===== src/design/ude_pkg.sv =====
// Shared types and constants for the URL domain suffix extractor.
package ude_pkg;

  localparam int CHAR_W = 8;
  localparam int OUT_W  = 12;
  localparam int LVL_W  = 4;

  // front-to-back queue depth
  localparam int QDEPTH = 4;

  localparam logic [CHAR_W-1:0] CH_NUL   = 8'h00;
  localparam logic [CHAR_W-1:0] CH_SLASH = 8'h2F;
  localparam logic [CHAR_W-1:0] CH_COLON = 8'h3A;
  localparam logic [CHAR_W-1:0] CH_DOT   = 8'h2E;
  localparam logic [CHAR_W-1:0] CH_W     = 8'h77;
  localparam logic [CHAR_W-1:0] CH_0     = 8'h30;
  localparam logic [CHAR_W-1:0] CH_9     = 8'h39;

  // byte class, produced by the front, consumed by the back
  typedef struct packed {
    logic is_zero;
    logic is_slash;
    logic is_colon;
    logic is_dot;
    logic is_w;
    logic is_digcol;
  } cls_t;

endpackage


===== src/design/ude_front.sv =====
// Front end: accepts URL bytes, classifies them and queues the classes.
module ude_front (
  input  logic                        clk,
  input  logic                        rst_n,
  input  logic                        in_tvalid,
  output logic                        in_tready,
  input  logic [ude_pkg::CHAR_W-1:0]  in_tdata,   // [7:0] char_code
  output logic                        q_valid,
  output ude_pkg::cls_t               q_item,
  input  logic                        q_pop
);

  localparam int PTR_W = (ude_pkg::QDEPTH > 1) ? $clog2(ude_pkg::QDEPTH) : 1;
  localparam int CNT_W = $clog2(ude_pkg::QDEPTH + 1);

  ude_pkg::cls_t            mem_r [ude_pkg::QDEPTH];
  logic [PTR_W-1:0]         wr_ptr_r, rd_ptr_r;
  logic [CNT_W-1:0]         cnt_r;
  ude_pkg::cls_t            cls;
  logic                     push;

  always_comb begin
    cls.is_zero   = (in_tdata == ude_pkg::CH_NUL);
    cls.is_slash  = (in_tdata == ude_pkg::CH_SLASH);
    cls.is_colon  = (in_tdata == ude_pkg::CH_COLON);
    cls.is_dot    = (in_tdata == ude_pkg::CH_DOT);
    cls.is_w      = (in_tdata == ude_pkg::CH_W);
    cls.is_digcol = (in_tdata inside {[ude_pkg::CH_0:ude_pkg::CH_9], ude_pkg::CH_COLON});
  end

  assign in_tready = (cnt_r != CNT_W'(ude_pkg::QDEPTH));
  assign push      = in_tvalid && in_tready;
  assign q_valid   = (cnt_r != '0);
  assign q_item    = mem_r[rd_ptr_r];

  function automatic logic [PTR_W-1:0] ptr_inc(input logic [PTR_W-1:0] p);
    ptr_inc = (p == PTR_W'(ude_pkg::QDEPTH - 1)) ? '0 : p + PTR_W'(1);
  endfunction

  always_ff @(posedge clk) begin
    if (push) begin
      mem_r[wr_ptr_r] <= cls;
    end
  end

  always_ff @(posedge clk) begin
    if (!rst_n) begin
      wr_ptr_r <= '0;
      rd_ptr_r <= '0;
      cnt_r    <= '0;
    end else begin
      if (push) begin
        wr_ptr_r <= ptr_inc(wr_ptr_r);
      end
      if (q_pop) begin
        rd_ptr_r <= ptr_inc(rd_ptr_r);
      end
      if (push && !q_pop) begin
        cnt_r <= cnt_r + CNT_W'(1);
      end else if (!push && q_pop) begin
        cnt_r <= cnt_r - CNT_W'(1);
      end
    end
  end

  cnt_bound_a: assert property (@(posedge clk) disable iff (!rst_n)
    cnt_r <= CNT_W'(ude_pkg::QDEPTH))
    else $error("queue count above depth");

  pop_nonempty_a: assert property (@(posedge clk) disable iff (!rst_n)
    q_pop |-> q_valid)
    else $error("pop from empty queue");

endmodule


===== src/design/ude_back.sv =====
// Back end: host/domain tracking per byte and the result register.
module ude_back #(
  parameter int URL_MAX   = 4096,
  parameter int LEVEL_MAX = 8
) (
  input  logic                        clk,
  input  logic                        rst_n,
  input  logic                        cfg_valid,
  input  logic [ude_pkg::LVL_W-1:0]   cfg_data,
  input  logic                        q_valid,
  input  ude_pkg::cls_t               q_item,
  output logic                        q_pop,
  output logic                        out_tvalid,
  input  logic                        out_tready,
  output logic [ude_pkg::OUT_W-1:0]   out_start,
  output logic [ude_pkg::OUT_W-1:0]   out_length,
  output logic                        out_too_long
);

  localparam int PW  = $clog2(URL_MAX);
  localparam int DCW = $clog2(LEVEL_MAX + 1);
  localparam int DIW = (LEVEL_MAX > 1) ? $clog2(LEVEL_MAX) : 1;
  localparam logic [PW-1:0] POS_LAST = PW'(URL_MAX - 1);

  localparam logic [1:0] PH_BEFORE  = 2'd0;
  localparam logic [1:0] PH_PENDING = 2'd1;
  localparam logic [1:0] PH_IN_HOST = 2'd2;
  localparam logic [1:0] PH_DONE    = 2'd3;

  localparam logic [2:0] WWW_LAST = 3'd3;
  localparam logic [2:0] WWW_FULL = 3'd4;
  localparam logic [2:0] WWW_DONE = 3'd5;

  logic [ude_pkg::LVL_W-1:0] lvl_r;
  logic [PW-1:0]             pos_r, pos_nxt;
  logic [1:0]                phase_r, phase_nxt;
  logic                      colon_r, colon_nxt;
  logic [PW-1:0]             host_r, host_nxt;
  logic [2:0]                www_r, www_nxt;
  logic [PW-1:0]             trim_r, trim_nxt;
  logic [DCW-1:0]            dcnt_r, dcnt_nxt;
  logic                      ovf_r, ovf_nxt;
  logic [PW-1:0]             dot_r [LEVEL_MAX];
  logic                      dot_shift;
  logic                      out_valid_r, out_valid_nxt;
  logic [ude_pkg::OUT_W-1:0] start_r, len_r;
  logic                      tl_r;

  logic                      term;
  logic                      do_host, hb_skip, www_hit;
  logic [PW-1:0]             pos_inc;
  logic [4:0]                lvl_c;
  logic [PW-1:0]             end_c, beg_c, beg_sel;

  assign term  = q_pop && q_item.is_zero;
  assign q_pop = q_valid && (!q_item.is_zero || !out_valid_r || out_tready);
  assign pos_inc = pos_r + PW'(1);

  // result terms, used only on the terminating byte
  always_comb begin
    lvl_c = ({1'b0, lvl_r} > 5'(LEVEL_MAX)) ? 5'(LEVEL_MAX) : {1'b0, lvl_r};
    end_c = (trim_r < host_r) ? host_r : trim_r;
    beg_c = host_r;
    if (lvl_c != '0 && 5'(dcnt_r) >= lvl_c) begin
      beg_c = dot_r[DIW'(lvl_c - 5'd1)] + PW'(1);
    end
    beg_sel = (beg_c > end_c) ? end_c : beg_c;
  end

  always_comb begin
    pos_nxt   = pos_r;
    phase_nxt = phase_r;
    colon_nxt = colon_r;
    host_nxt  = host_r;
    www_nxt   = www_r;
    trim_nxt  = trim_r;
    dcnt_nxt  = dcnt_r;
    ovf_nxt   = ovf_r;
    dot_shift = 1'b0;
    do_host   = 1'b0;
    hb_skip   = 1'b0;
    www_hit   = 1'b0;
    if (q_pop) begin
      if (q_item.is_zero) begin
        pos_nxt   = '0;
        phase_nxt = PH_BEFORE;
        colon_nxt = 1'b0;
        host_nxt  = '0;
        www_nxt   = '0;
        trim_nxt  = '0;
        dcnt_nxt  = '0;
        ovf_nxt   = 1'b0;
      end else if (pos_r >= POS_LAST) begin
        ovf_nxt = 1'b1;
      end else begin
        pos_nxt = pos_inc;
        case (phase_r)
          PH_BEFORE: begin
            if (q_item.is_slash) begin
              phase_nxt = (pos_r != '0 && colon_r) ? PH_PENDING : PH_DONE;
            end else begin
              do_host = 1'b1;
            end
            colon_nxt = q_item.is_colon;
          end
          PH_PENDING: begin
            if (q_item.is_slash) begin
              host_nxt  = pos_inc;
              trim_nxt  = pos_inc;
              dcnt_nxt  = '0;
              www_nxt   = '0;
              phase_nxt = PH_IN_HOST;
            end else begin
              phase_nxt = PH_DONE;
            end
          end
          PH_IN_HOST: begin
            if (q_item.is_slash) begin
              phase_nxt = PH_DONE;
            end else begin
              do_host = 1'b1;
            end
          end
          default: ;
        endcase

        if (do_host) begin
          if (www_r < WWW_FULL) begin
            www_hit = (www_r == WWW_LAST) ? q_item.is_dot : q_item.is_w;
            if (!www_hit) begin
              www_nxt = WWW_DONE;
            end else if (www_r == WWW_LAST) begin
              // "www." complete: host restarts after it
              host_nxt = pos_inc;
              trim_nxt = pos_inc;
              dcnt_nxt = '0;
              www_nxt  = WWW_DONE;
              hb_skip  = 1'b1;
            end else begin
              www_nxt = www_r + 3'd1;
            end
          end
          if (!hb_skip) begin
            if (!q_item.is_digcol) begin
              trim_nxt = pos_inc;
            end
            if (q_item.is_dot && pos_r > host_r) begin
              dot_shift = 1'b1;
              if (dcnt_r < DCW'(LEVEL_MAX)) begin
                dcnt_nxt = dcnt_r + DCW'(1);
              end
            end
          end
        end
      end
    end
  end

  always_comb begin
    if (term) begin
      out_valid_nxt = 1'b1;
    end else if (out_tready) begin
      out_valid_nxt = 1'b0;
    end else begin
      out_valid_nxt = out_valid_r;
    end
  end

  always_ff @(posedge clk) begin
    if (!rst_n) begin
      lvl_r       <= '0;
      pos_r       <= '0;
      phase_r     <= PH_BEFORE;
      colon_r     <= 1'b0;
      host_r      <= '0;
      www_r       <= '0;
      trim_r      <= '0;
      dcnt_r      <= '0;
      ovf_r       <= 1'b0;
      out_valid_r <= 1'b0;
    end else begin
      if (cfg_valid) begin
        lvl_r <= cfg_data;
      end
      pos_r       <= pos_nxt;
      phase_r     <= phase_nxt;
      colon_r     <= colon_nxt;
      host_r      <= host_nxt;
      www_r       <= www_nxt;
      trim_r      <= trim_nxt;
      dcnt_r      <= dcnt_nxt;
      ovf_r       <= ovf_nxt;
      out_valid_r <= out_valid_nxt;
    end
  end

  // newest dot in entry 0
  always_ff @(posedge clk) begin
    if (dot_shift) begin
      dot_r[0] <= pos_r;
      for (int i = 1; i < LEVEL_MAX; i++) begin
        dot_r[i] <= dot_r[i-1];
      end
    end
  end

  always_ff @(posedge clk) begin
    if (term) begin
      start_r <= ude_pkg::OUT_W'(beg_sel);
      len_r   <= ude_pkg::OUT_W'(end_c - beg_sel);
      tl_r    <= ovf_r;
    end
  end

  assign out_tvalid   = out_valid_r;
  assign out_start    = start_r;
  assign out_length   = len_r;
  assign out_too_long = tl_r;

  dcnt_bound_a: assert property (@(posedge clk) disable iff (!rst_n)
    dcnt_r <= DCW'(LEVEL_MAX))
    else $error("dot count above limit");

  pos_bound_a: assert property (@(posedge clk) disable iff (!rst_n)
    pos_r <= POS_LAST)
    else $error("byte position past buffer end");

  term_clears_a: assert property (@(posedge clk) disable iff (!rst_n)
    term |=> (pos_r == '0 && dcnt_r == '0 && !ovf_r && out_valid_r))
    else $error("terminator did not clear state and load result");

  plain_byte_no_result_a: assert property (@(posedge clk) disable iff (!rst_n)
    (q_pop && !q_item.is_zero && !out_valid_r) |=> !out_valid_r)
    else $error("result raised by a non-terminating byte");

endmodule


===== src/design/url_domain_suffix_extract_unit.sv =====
// URL domain suffix extractor, top level.
//
// Usage: URL bytes enter on in_* one beat per byte; a zero byte ends the URL.
// For each zero byte one result beat leaves on out_*: the domain's byte
// offset and length within the URL, plus a too-long flag in out_tuser when
// bytes past the buffer were dropped. Nonzero bytes produce no output.
// cfg_* writes domain_level (labels kept; 0 = whole host, above LEVEL_MAX acts
// as LEVEL_MAX); write it only while no URL is in flight. cfg_ready is always 1.
// Throughput: one byte per cycle while results are taken. A byte is classified
// and placed in a 4-entry queue; the back end applies one queued byte per
// cycle to the host tracking state, loading the result on the zero byte's pop.
// If the receiver stalls, the result is held; nonzero bytes keep draining, a
// second zero byte waits in the queue, and in_tready drops once it is full.
// Reset (rst_n low, synchronous) empties the queue, drops any pending result,
// clears the URL state and sets domain_level to 0.
module url_domain_suffix_extract_unit #(
  parameter int URL_MAX   = 4096,
  parameter int LEVEL_MAX = 8
) (
  input  logic        clk,
  input  logic        rst_n,
  input  logic        in_tvalid,
  output logic        in_tready,
  input  logic [7:0]  in_tdata,    // [7:0] char_code
  output logic        out_tvalid,
  input  logic        out_tready,
  output logic [23:0] out_tdata,   // [11:0] domain_start, [23:12] domain_length
  output logic [0:0]  out_tuser,   // [0] too_long
  input  logic        cfg_valid,
  output logic        cfg_ready,
  input  logic [3:0]  cfg_data     // [3:0] domain_level
);

  logic                      q_valid;
  logic                      q_pop;
  ude_pkg::cls_t             q_item;
  logic [ude_pkg::OUT_W-1:0] dom_start, dom_len;
  logic                      too_long;

  assign cfg_ready = 1'b1;

  ude_front u_front (
    .clk       (clk),
    .rst_n     (rst_n),
    .in_tvalid (in_tvalid),
    .in_tready (in_tready),
    .in_tdata  (in_tdata),
    .q_valid   (q_valid),
    .q_item    (q_item),
    .q_pop     (q_pop)
  );

  ude_back #(
    .URL_MAX   (URL_MAX),
    .LEVEL_MAX (LEVEL_MAX)
  ) u_back (
    .clk          (clk),
    .rst_n        (rst_n),
    .cfg_valid    (cfg_valid && cfg_ready),
    .cfg_data     (cfg_data),
    .q_valid      (q_valid),
    .q_item       (q_item),
    .q_pop        (q_pop),
    .out_tvalid   (out_tvalid),
    .out_tready   (out_tready),
    .out_start    (dom_start),
    .out_length   (dom_len),
    .out_too_long (too_long)
  );

  assign out_tdata = {dom_len, dom_start};
  assign out_tuser = too_long;

endmodule

===== config.mk =====
export PLATFORM = sky130hd
export DESIGN_NAME = url_domain_suffix_extract_unit
export DESIGN_NICKNAME = d
export VERILOG_FILES = /design/src/design/ude_pkg.sv /design/src/design/ude_front.sv /design/src/design/ude_back.sv /design/src/design/url_domain_suffix_extract_unit.sv
export SDC_FILE = /design/constraint.sdc
export NUM_CORES = 1
export LEC_CHECK = 0
export BUFFER_PORTS_ARGS = -buffer_cell sky130_fd_sc_hd__buf_4
export CAP_MARGIN = 20
export CORE_ASPECT_RATIO = 1.4
export CORE_MARGIN = 2
export CORE_UTILIZATION = 30
export DETAILED_ROUTE_END_ITERATION = 8
export GPL_ROUTABILITY_DRIVEN = 0
export SYNTH_ARGS = -nofsm -noshare
export SYNTH_HDL_FRONTEND = slang
export SYNTH_SLANG_ARGS = --single-unit

===== constraint.sdc =====
create_clock -name clk -period 11.9 [get_ports clk]
set_input_delay 1.19 -clock clk [delete_from_list [all_inputs] [get_ports clk]]
set_output_delay 1.19 -clock clk [all_outputs]
set_load 0.01 [all_outputs]

Yosys cells after proc, flatten, opt, wreduce, memory -nomap -nowiden --
Memory sizes are Yosys's and may differ from the RTL's. A register that Yosys moved wholly into a read port is not among the register bits. Index checks and enable logic that the tools add are counted.
Word-level totals: logic and storage cells 168, memories 2, output and inout bits 28, input port bits 17, bits in writable memories 120, register bits 84
Cells by class: $add $sub $neg 10, muxes and demuxes 86, equality and inequality tests 13, reduce and logical (&&, ||, !) cells 31, order comparisons 10
Memory list:
- u_back.dot_r | depth 8, bits a word 12, rd ports 8, clocked after memory_dff 0, write ports 8, line ude_back.sv:43 | logic [PW-1:0] dot_r [LEVEL_MAX];
- u_front.mem_r | depth 4, bits a word 6, rd ports 1, clocked after memory_dff 1, write ports 1, line ude_front.sv:16 | ude_pkg::cls_t mem_r [ude_pkg::QDEPTH];
Operator list (count):
- $mux 12 | 23
- $mux 4 | 12
- $mux 1 | 31
- $mux 3 | 10
- $add 12x1->12 const B | 2
- $eq 8x6->1 const B | 3
- $gt 12x12->1 | 2
- $mux 2 | 9
- $ge 12x12->1 const B | 1
- $lt 12x12->1 | 1
- $reduce_bool 12->1 | 1
- $sub 12x12->12 | 1
- $reduce_bool 2->1 | 5
- $logic_and 1x1->1 | 9
- $eq 8x7->1 const B | 1
- $ge 8x6->1 const B | 1
- $le 8x6->1 const B | 1
- $logic_not 8->1 | 1
- $add 3x1->3 const B | 2
- $eq 2x2->1 const B | 3
- $ne 3x2->1 const B | 2
- $pmux 2 s3 | 1
- $sub 3x1->3 const B | 2
- $reduce_and 5->1 | 1
- 19 further kinds | 25

Logic depth before layout (Yosys ltp) --
Gate-level depths: netlist (run 1).
word-level depth 17, gate-level depth with buffers 35, gate-level depth less buffers 30

Modules after synthesis --
Synthesis (run 1) repeated with hierarchy kept, for this count alone.
Unflattened totals: cells, all modules 858, area total of the unflattened synthesis 10500.1 um^2
By module, submodules not included:
- ude_back | area each 9048.7 um^2, sequential area each 4674.5 um^2, cells an instance 761, instances 1
- ude_front | area each 1440.1 um^2, sequential area each 900.9 um^2, cells an instance 95, instances 1
- url_domain_suffix_extract_unit | area each 11.3 um^2, sequential area each 0.0 um^2, cells an instance 2, instances 1

Worst setup path after synthesis (run 1) --
Ideal clock, no wire load.
path kind register -> register, from register u_back.lvl_r[3] in the netlist's numbering, to register u_back.len_r, in the netlist u_back.out_length[10] (data pin), stages on the path, launching flop included 32, setup slack 4.977 ns, period minus slack after synthesis 6.923 ns, data required time 11.636 ns, setup time 0.264 ns, data arrival time 6.659 ns, path buffers 4, cells stage by stage dfxtp_1 nor2b_1 buf_2 inv_1 ha_1 buf_2 xnor2_4 mux4_2 or3_4 nor2_1 nand3_1 xor2_1 mux2_2 ha_1 nand4_1 a211oi_1 a2111oi_0 nor2_1 clkbuf_1 buf_1 mux2i_1 ha_1 fa_1 nor2b_1 o21ai_0 a21boi_0 o21ai_0 a21boi_0 o21ai_0 nand2_1 a2111oi_0 nand3b_1
Between the ends: word-level cells in the longest chain between the ends 9, elaborated cells between the ends (all ways) 12
RTL lines:
- from (decl) | line ude_back.sv:34 | logic [ude_pkg::LVL_W-1:0] lvl_r;
- from (signal assigned) | line ude_back.sv:183 | lvl_r <= cfg_data;
- $gt 4x4->1 | line ude_back.sv:61 | lvl_c = ({1'b0, lvl_r} > 5'(LEVEL_MAX)) ? 5'(LEVEL_MAX) : {1'b0, lvl_r};
- $mux 4 (*) | line ude_back.sv:61
- $sub 3x1->3 | line ude_back.sv:65 | beg_c = dot_r[DIW'(lvl_c - 5'd1)] + PW'(1);
- $mem_v2 8x12
- $add 12x1->12 | line ude_back.sv:65
- $mux 12 (*) | line ude_back.sv:64 | if (lvl_c != '0 && 5'(dcnt_r) >= lvl_c) begin
- $gt 12x12->1 | line ude_back.sv:67 | beg_sel = (beg_c > end_c) ? end_c : beg_c;
- $mux 12 (*) | line ude_back.sv:67
- net u_back.beg_sel[0] | line ude_back.sv:53 | logic [PW-1:0] end_c, beg_c, beg_sel;
- $sub 12x12->12 (*) | line ude_back.sv:210 | len_r <= ude_pkg::OUT_W'(end_c - beg_sel);
- to (signal assigned) | line ude_back.sv:210
- to (decl) | line ude_back.sv:46 | logic [ude_pkg::OUT_W-1:0] start_r, len_r;
The timed path passes the listed nets; every way through them passes the cells marked *. A chain may end at the register's enable or synchronous reset.

Final worst setup path (run 1) --
Ends and elaborated chain as after synthesis.

==> results.ini, run 1 <==
[run_status]
outcome=completed

[pwr]
p_leak_uw=0.004442
peakVddDrop_v=0.0001766
p_total_uw=2473
power.density_nw_per_um2=204.7

[synthesis]
synth_most_common_cell=edfxtp_1
seq_area_frac_synth=0.5321
synth_nets=969
synth_edf_count=145
yosys_warnings=0
synth_ff_type=edfxtp_1
avgSynthCellArea_um2=11.87
postSynth.asyncResetShare=0
netlist_area_um2=10480
postSynthCellCount=883
synth_area_leaders=edfxtp_1 (42%), dfxtp_1 (12%), ha_1 (8.0%)
yosys.cell_types.count=67
yosysTopAreaCell=edfxtp_1
ys_seq_elements=206
netlist.area_leader.share=0.4155
ys_top_cells_by_count=edfxtp_1 (145), ha_1 (67), nand2_1 (63), dfxtp_1 (61), mux2i_1 (58)

[worst_hold_path]
hold_class=reg2reg

[clock_tree]
cts-htree-levels=1
cts_setup_buffers=0
clock_latency_ns=0.53
clock_path_buffers=3
clkSinkCount=206
cts_tree=yes
cts_buffers=23
cts_root_buf=clkbuf_16
cts.repair.resized=0
cts_hold_buf=0
clk_pin_slew_ns=0.06

[die]
rows=81
die_w_um=162.0
die_height_um=225.1
io-pin-count=45
start_util=0.3023
die_area_um2=36460
core-area_um2=34660

[worst_setup_path]
end_kind=flip-flop
critPathMaxFanout=29
crit_buf_inv=3
reg2reg_depth=28
rr_endpoint=u_back.out_length[10]
cp.arrival_ns=8.01
cp-startpoint=u_back.lvl_r[3]
critPathKind=reg2reg
cp-start-kind=flip-flop
critPathMaxStageDelay_ns=0.71
critical-path-slowest-cell=a2111oi_0
r2r_slack_ns=4.15
crit_end=u_back.out_length[10]
crit_required_ns=12.16
cp.depth=28
critical-path-top-delay-family=compound AO/OA/AOI/OAI gates
reg2reg_from=u_back.lvl_r[3]

[sta]
final.setup.tns_ns=0
whs_ns=0.4393
slew_headroom=0.2844
max_freq_ghz=0.1290
period_needed_ns=7.752
setup_viol=0
hold_violations=0
finalClockSkew_ns=0.01933
worstMarginPinSlew_ns=1.046
rsz0062_at_grt=false
slew_viol_final=0
fin_crit_sh=0.6514

[grt]
grt_pass1_wl_um=35960
grt_remaining_overflow=0
antenna_found_initial=0
grt.total_usage=0.1233
grt_pass1_vias=6839
grt_max_degree=97

[routing]
avgRoutedWirePerCell_um=15.78
viasPerCell=4.780
drt_iter0_drc=358
drt_pre_antenna_iters=4
num_vias=6692
ant_nets=0
drcViolationCount=0
postRouteWirelength_um=22090

[job]
maxCapViolCount=0

[final_layout]
syn_to_final_growth_pct=15.28
drive_above_1_share=0.1356
antennaDiodeCount=0
fin_nets=1013
fillers=3421

[place]
dp.final_hpwl_um=15960
port_buffers=43

## layer usage
layer | vias up | part of all wire | track usage
li1 | 3332 | - | -
met1 | 3223 | 0.42 | 0.1449
met2 | 95 | 0.51 | 0.2228
met3 | 42 | 0.036 | 0.01895
met4 | 0 | 0.036 | 0.05110
met5 | - | 0 | 0
## worst min path at each step
stage                             start                  end  slack [ns]  depth (start not counted)
global route               u_back.ovf_r  u_back.out_too_long        0.44                          0
detailed placement  u_back.dot_r[2][11]  u_back.dot_r[3][11]        0.43                          0
global placement           u_back.ovf_r  u_back.out_too_long        0.42                          0
finish                     u_back.ovf_r  u_back.out_too_long        0.44                          0
floorplan                  u_back.ovf_r  u_back.out_too_long        0.41                          0
CTS                        u_back.ovf_r  u_back.out_too_long        0.44                          0
## worst reg2reg max path, delay by kind of cell, from the launching register on
family                     cells  cell delay [ns]
adders and majority gates      4             1.45
DFF                            1             0.35
AOI/OAI and AO/OA              9             1.89
buffers and inverters          3             0.83
muxes                          2             0.80
xor gates and xnor gates       2             0.77
and+or+nand+nor                8             1.42
## flip-flops by register name, indices dropped and copies added, names as in the netlist, 4 cells and up, named ones only
register           count
u_back.dcnt_r          4
u_back.pos_r          12
u_back.host_r         12
u_back.dot_r          96
u_back.out_start      12
u_back.out_length     12
u_back.trim_r         12
u_back.lvl_r           4
u_front.mem_r         24
## stage by stage
stage            util  std cells  instance area, µm²  setup WS, ns
3_5_place_dp   0.3262       1357               11310         4.182
2_1_floorplan       -        883               10480         4.977
4_1_cts        0.3480       1399               12060         4.117
3_3_place_gp   0.3262       1357               11310         4.410
6_report       0.3485       1400               12080         4.148
5_1_grt        0.3485       1400               12080         3.517
## logic make-up after synthesis
kind of cell	Yosys count	synth area share
simple gates	250	0.1232
flops	206	0.5321
compound gates	156	0.09373
buf+inv	85	0.03236
mux	84	0.1059
fa+ha+maj	69	0.08382
xor+xnor	32	0.02854
other cells	1	0.0003579
## cells in the final DEF, fill, tap and decap left out, types with 23 or more instances in the layout
cell	count
edfxtp_1	145
ha_1	67
nand2_1	63
dfxtp_1	61
mux2i_1	58
nor2_1	53
buf_4	51
inv_1	50
o21ai_0	44
nor2b_1	40
a21oi_1	37
clkbuf_16	23
## area by class of cell
| cell class | instances | area, µm² | share of cell area |
|---|---|---|---|
| multi-input cells | 592 | 4581 | 0.3792 |
| repair buffers | 52 | 402.9 | 0.03335 |
| clock inverters | 13 | 126.4 | 0.01046 |
| clock buffers | 29 | 628.1 | 0.05199 |
| flip-flops and latches | 206 | 5575 | 0.4615 |
| inverters | 52 | 196.4 | 0.01626 |
| well taps | 456 | 570.5 | 0.04723 |
## report_power, final
part           leakage, µW  switching (µW)  internal, µW
clock             0.000370             292           419
sequential         0.00182            57.9           908
combinational      0.00225             470           326
total              0.00444             820          1650
Power figures use the tool's default switching activity.
==> run 2, diff against run 1 <==
==> constraint.sdc (replaced) <==
create_clock -name clk -period 6.95 [get_ports clk]
set_input_delay 0.695 -clock clk [delete_from_list [all_inputs] [get_ports clk]]
set_output_delay 0.695 -clock clk [all_outputs]
set_load 0.01 [all_outputs]
==> run 2 against run 1 <==
Largest power group unchanged. Clock power increased by 72%. Worst hold slack worse by 0.0082 ns. Combinational power grew 80%.
==> results.ini, run 2 (synthesis results as in run 1) <==
[final_layout]
final_cell_mix=edfxtp_1 (145), ha_1 (66), nand2_1 (63)
fin_nets=1026
finalInstanceArea_um2=12280
seqCellArea_um2=5575
top_register=u_back.dot_r
multi_input_area_um2=4621
drive_above_1_share=0.1609
largest_reg_flops=96
antennaDiodeCount=0
top_regs=u_back.dot_r (96), u_front.mem_r (24)
fillers=3409
layout.cells.non_filler=1413
final_common_cell=edfxtp_1
syn_to_final_growth_pct=17.19

[worst_setup_path]
crit_required_ns=7.22
path_common_cell=buf_4
critical-path-slowest-cell=or4b_2
end_kind=flip-flop
critPathMaxStageDelay_ns=0.63
cp.arrival_ns=6.76
cp-start-kind=flip-flop
critPathMaxFanout=7
critPathKind=reg2reg

[sta]
slew_headroom=0.3538
slew_viol_final=0
max_freq_ghz=0.1540
final.setup.tns_ns=0
hold_violations=0
finalClockSkew_ns=0.009036
worstMarginPinSlew_ns=0.9449
period_needed_ns=6.492
fin_crit_sh=0.9342
rsz0062_at_grt=false
whs_ns=0.4311
setup_viol=0

[clock_tree]
cts-htree-levels=1
cts_tree=yes
cts_root_buf=clkbuf_16
cts_buffers=23
clk_pin_slew_ns=0.06
clock_latency_ns=0.53
clock_path_buffers=3
clkSinkCount=206

[grt]
grt_remaining_overflow=0
met2_usage=0.2203
antenna_found_initial=0
top_usage_layer=met2
grt_pass1_wl_um=35670
met3_usage=0.01601
grt_max_degree=60
grt.total_usage=0.1221
use_met1=0.1461
grt_pass1_vias=6751

[pwr]
power.density_nw_per_um2=350.5
p_leak_uw=0.004523
peakVddDrop_v=0.0001867

[die]
die_height_um=225.1
start_util=0.3023
die_w_um=162.0
io-pin-count=45
die_area_um2=36460
rows=81
core-area_um2=34660

[routing]
ant_nets=0
postRouteWirelength_um=22280
drt_pre_antenna_iters=4
num_vias=6746
drcViolationCount=0
avgRoutedWirePerCell_um=15.77
drt_iter0_drc=392
viasPerCell=4.774

[place]
port_buffers=43
dp.final_hpwl_um=15870
dp.cells=1361
postPlaceCellArea_um2=11350

[job]
maxCapViolCount=0

[worst_hold_path]
hold_class=in2reg

[run_status]
outcome=completed

==> run 2: layer usage <==
metal / wire length [µm] / vias to the layer above
li1: - / 3360
met1: 9560 / 3255
met2: 11310 / 94
met3: 685 / 37
met4: 723 / 0
met5: 0 / -
==> run 2: critical path: cells and delay by family (launching register included) <==
kind / cells / cell delay (ns)
simple gates: 9 / 1.77
mux: 1 / 0.21
flops: 1 / 0.43
compound gates: 11 / 1.90
fa+ha+maj: 3 / 1.02
buf+inv: 5 / 0.71
xor+xnor: 1 / 0.20
==> run 2: worst paths after layout <==
kind | start | endpoint | slack, ns | cells after the start
worst max-delay path | u_back.lvl_r[3] | u_back.out_length[10] | 0.46 | 30
worst min-delay path | cfg_data[2] | u_back.lvl_r[2] | 0.43 | 3
worst max register to register | u_back.lvl_r[3] | u_back.out_length[10] | 0.46 | 30
worst min register to register | u_back.ovf_r | u_back.out_too_long | 0.44 | 0
==> run 2: metrics by stage <==
| step | utilization | worst slack, ns | power, µW |
|---|---|---|---|
| after global routing | 0.3543 | 0.002076 | 4567 |
| after floorplan | - | 0.02674 | 2615 |
| after global placement | 0.3274 | 0.06841 | 3057 |
| after detailed placement | 0.3274 | -0.09379 | 3071 |
| after CTS | 0.3498 | 0.0007319 | 4311 |
| final | 0.3543 | 0.4575 | 4305 |
==> run 2: area by class of cell <==
type / instances / share of cell area
sequential: 206 / 0.4540
multi-input combinational: 592 / 0.3763
clock buffer: 23 / 0.04687
tap: 456 / 0.04646
timing repair buffer: 65 / 0.04524
inverter: 52 / 0.01600
clock inverter: 19 / 0.01518
==> run 2: what timing repair did <==
action / CTS / global route
resized for setup: 0 / 12
gates cloned: 0 / 1
pin swaps: 1 / 2
endpoints found under the setup margin: 1 / 6
buffers inserted: 2 / 5
hold buffers: 0 / 0
==> run 2: report_power, final <==
part / leakage [µW] / internal, µW / switching (µW) / total [µW]
Sequential: 0.00182 / 1550 / 101 / 1650
Clock: 0.000360 / 693 / 530 / 1220
Combinational: 0.00234 / 606 / 823 / 1430
==> run 3, diff against run 2 <==
--- a/config.mk
+++ b/config.mk
@@ -8,7 +8,6 @@
 export BUFFER_PORTS_ARGS = -buffer_cell sky130_fd_sc_hd__buf_4
 export CAP_MARGIN = 20
 export CORE_ASPECT_RATIO = 1.4
-export CORE_MARGIN = 2
 export CORE_UTILIZATION = 30
 export DETAILED_ROUTE_END_ITERATION = 8
 export GPL_ROUTABILITY_DRIVEN = 0
==> run 3 against run 2 <==
Count of clock-buffer cells in the layout up 6. Clock skew increased by 0.012 ns. Combinational power about the same. Power fell by 0.22%. Critical endpoint is now u_back.out_length[11]. Highest routed layer unchanged.
==> results.ini, run 3 (synthesis results as in run 1) <==
[sta]
max_freq_ghz=0.1530
worstMarginPinSlew_ns=0.9265
slew_viol_final=0
period_needed_ns=6.536
fin_crit_sh=0.9404
finalClockSkew_ns=0.02057
setup_viol=0
rsz0062_at_grt=false
slew_headroom=0.3782
hold_violations=0
final.setup.tns_ns=0

[routing]
drcViolationCount=0
num_vias=6740
viasPerCell=4.797
drt_iter0_drc=339
drt_pre_antenna_iters=5
ant_nets=0
avgRoutedWirePerCell_um=15.62
postRouteWirelength_um=21950

[run_status]
outcome=completed

[worst_setup_path]
crit_required_ns=7.22
critical-path-slowest-cell=mux4_2
rr_endpoint=u_back.out_length[11]
critPathMaxStageDelay_ns=0.51
r2r_slack_ns=0.41
end_kind=flip-flop
cp.arrival_ns=6.81
reg2reg_from=u_back.lvl_r[3]
critPathMaxFanout=35
cp-start-kind=flip-flop
critPathKind=reg2reg
reg2reg_depth=28

[final_layout]
syn_to_final_growth_pct=16.82
fillers=3375
largest_reg_flops=96
top_regs=u_back.dot_r (96), u_front.mem_r (24)
drive_above_1_share=0.1499
top_register=u_back.dot_r
fin_nets=1024
final_cell_mix=edfxtp_1 (145), ha_1 (66), nand2_1 (63)
antennaDiodeCount=0
final_common_cell=edfxtp_1
utilization=0.3576

[grt]
grt.total_usage=0.1250
antenna_found_initial=0
grt_max_degree=97
grt_pass1_wl_um=35530
grt_remaining_overflow=0
grt_pass1_vias=6704

[die]
io-pin-count=45
rows=80
die_area_um2=35690
die_height_um=223.1
core-area_um2=34230
start_util=0.3061
die_w_um=160.0

[clock_tree]
cts_buffers=22
clk_pin_slew_ns=0.06
clkSinkCount=206
cts-htree-levels=1
clock_path_buffers=3
clock_latency_ns=0.54
cts_tree=yes
cts_root_buf=clkbuf_16

[place]
dp.final_hpwl_um=15710
port_buffers=43

[worst_hold_path]
min_path_cells=3
min_from=cfg_data[3]
hold_class=in2reg
hold_end=u_back.lvl_r[3]

[pwr]
p_leak_uw=0.004514
peakVddDrop_v=0.0002177
p_total_uw=4295
power.density_nw_per_um2=350.9

[job]
maxCapViolCount=0

run 3: cell types whose count changed in the layout (fill, tap and decap cells not counted), moves of 2 or more:
| cell | delta |
|---|---|
| clkbuf_16 | -2 |
| clkbuf_8 | +2 |
| clkinv_4 | -3 |
| clkinv_2 | -3 |
| clkinvlp_4 | -5 |
| clkinv_1 | +2 |
| clkbuf_1 | +5 |
run 3: worst max path at each step:
stage / endpoint / start
floorplan: u_back.out_length[10] / u_back.lvl_r[3]
global placement: u_back.out_length[10] / u_back.lvl_r[3]
detailed placement: u_back.out_length[10] / u_back.lvl_r[3]
CTS: u_back.out_length[10] / u_back.lvl_r[3]
global route: u_back.out_length[11] / u_back.lvl_r[3]
finish: u_back.out_length[11] / u_back.lvl_r[3]
run 3: stage by stage:
stage / area (µm²) / cells / setup WS [ns] / hold WS [ns]
2_1_floorplan: 10480 / 883 / 0.02674 / 0.4090
3_3_place_gp: 11350 / 1357 / 0.09832 / 0.4169
3_5_place_dp: 11350 / 1357 / -0.07562 / 0.4255
4_1_cts: 12140 / 1400 / 0.01940 / 0.4158
5_1_grt: 12240 / 1405 / 0.03241 / 0.4381
6_report: 12240 / 1405 / 0.4141 / 0.4272
run 3: power by group:
group          switching, µW  internal [µW]
Combinational            818            602
Sequential              99.7           1550
Clock                    499            724
run 3: critical path: cells and delay by family, from the launching register on:
family	cells	cell delay (ns)
and+or+nand+nor	9	1.51
muxes	3	0.77
buffers and inverters	2	0.33
DFF	1	0.36
xor gates and xnor gates	2	0.31
adders and majority gates	3	1.01
AOI/OAI and AO/OA	9	1.95
run 3: what timing repair did:
item | CTS | global route
gates resized for setup | 0 | 9
hold endpoints to repair | 0 | 0
setup buffers | 3 | 3
hold buffers | 0 | 0
pin swaps | 1 | 2
gates cloned | 0 | 0
setup endpoints to repair | 2 | 5
run 3: metal layers:
| layer | vias up | track usage | share of wire |
|---|---|---|---|
| met1 | 3276 | 0.1475 | 0.43 |
| met5 | - | 0 | 0 |
| met4 | 0 | 0.04639 | 0.026 |
| met3 | 31 | 0.01710 | 0.031 |
| li1 | 3342 | - | - |
| met2 | 91 | 0.2285 | 0.52 |
run 3: area by class of cell:
class	instances	area, µm²	share of cell area
Clock inverter	11	160.2	0.01308
Multi-Input combinational cell	592	4611	0.3766
Timing Repair Buffer	64	538.0	0.04395
Inverter	52	196.4	0.01605
Tap cell	451	564.3	0.04610
Clock buffer	29	596.8	0.04875
Sequential cell	206	5575	0.4554
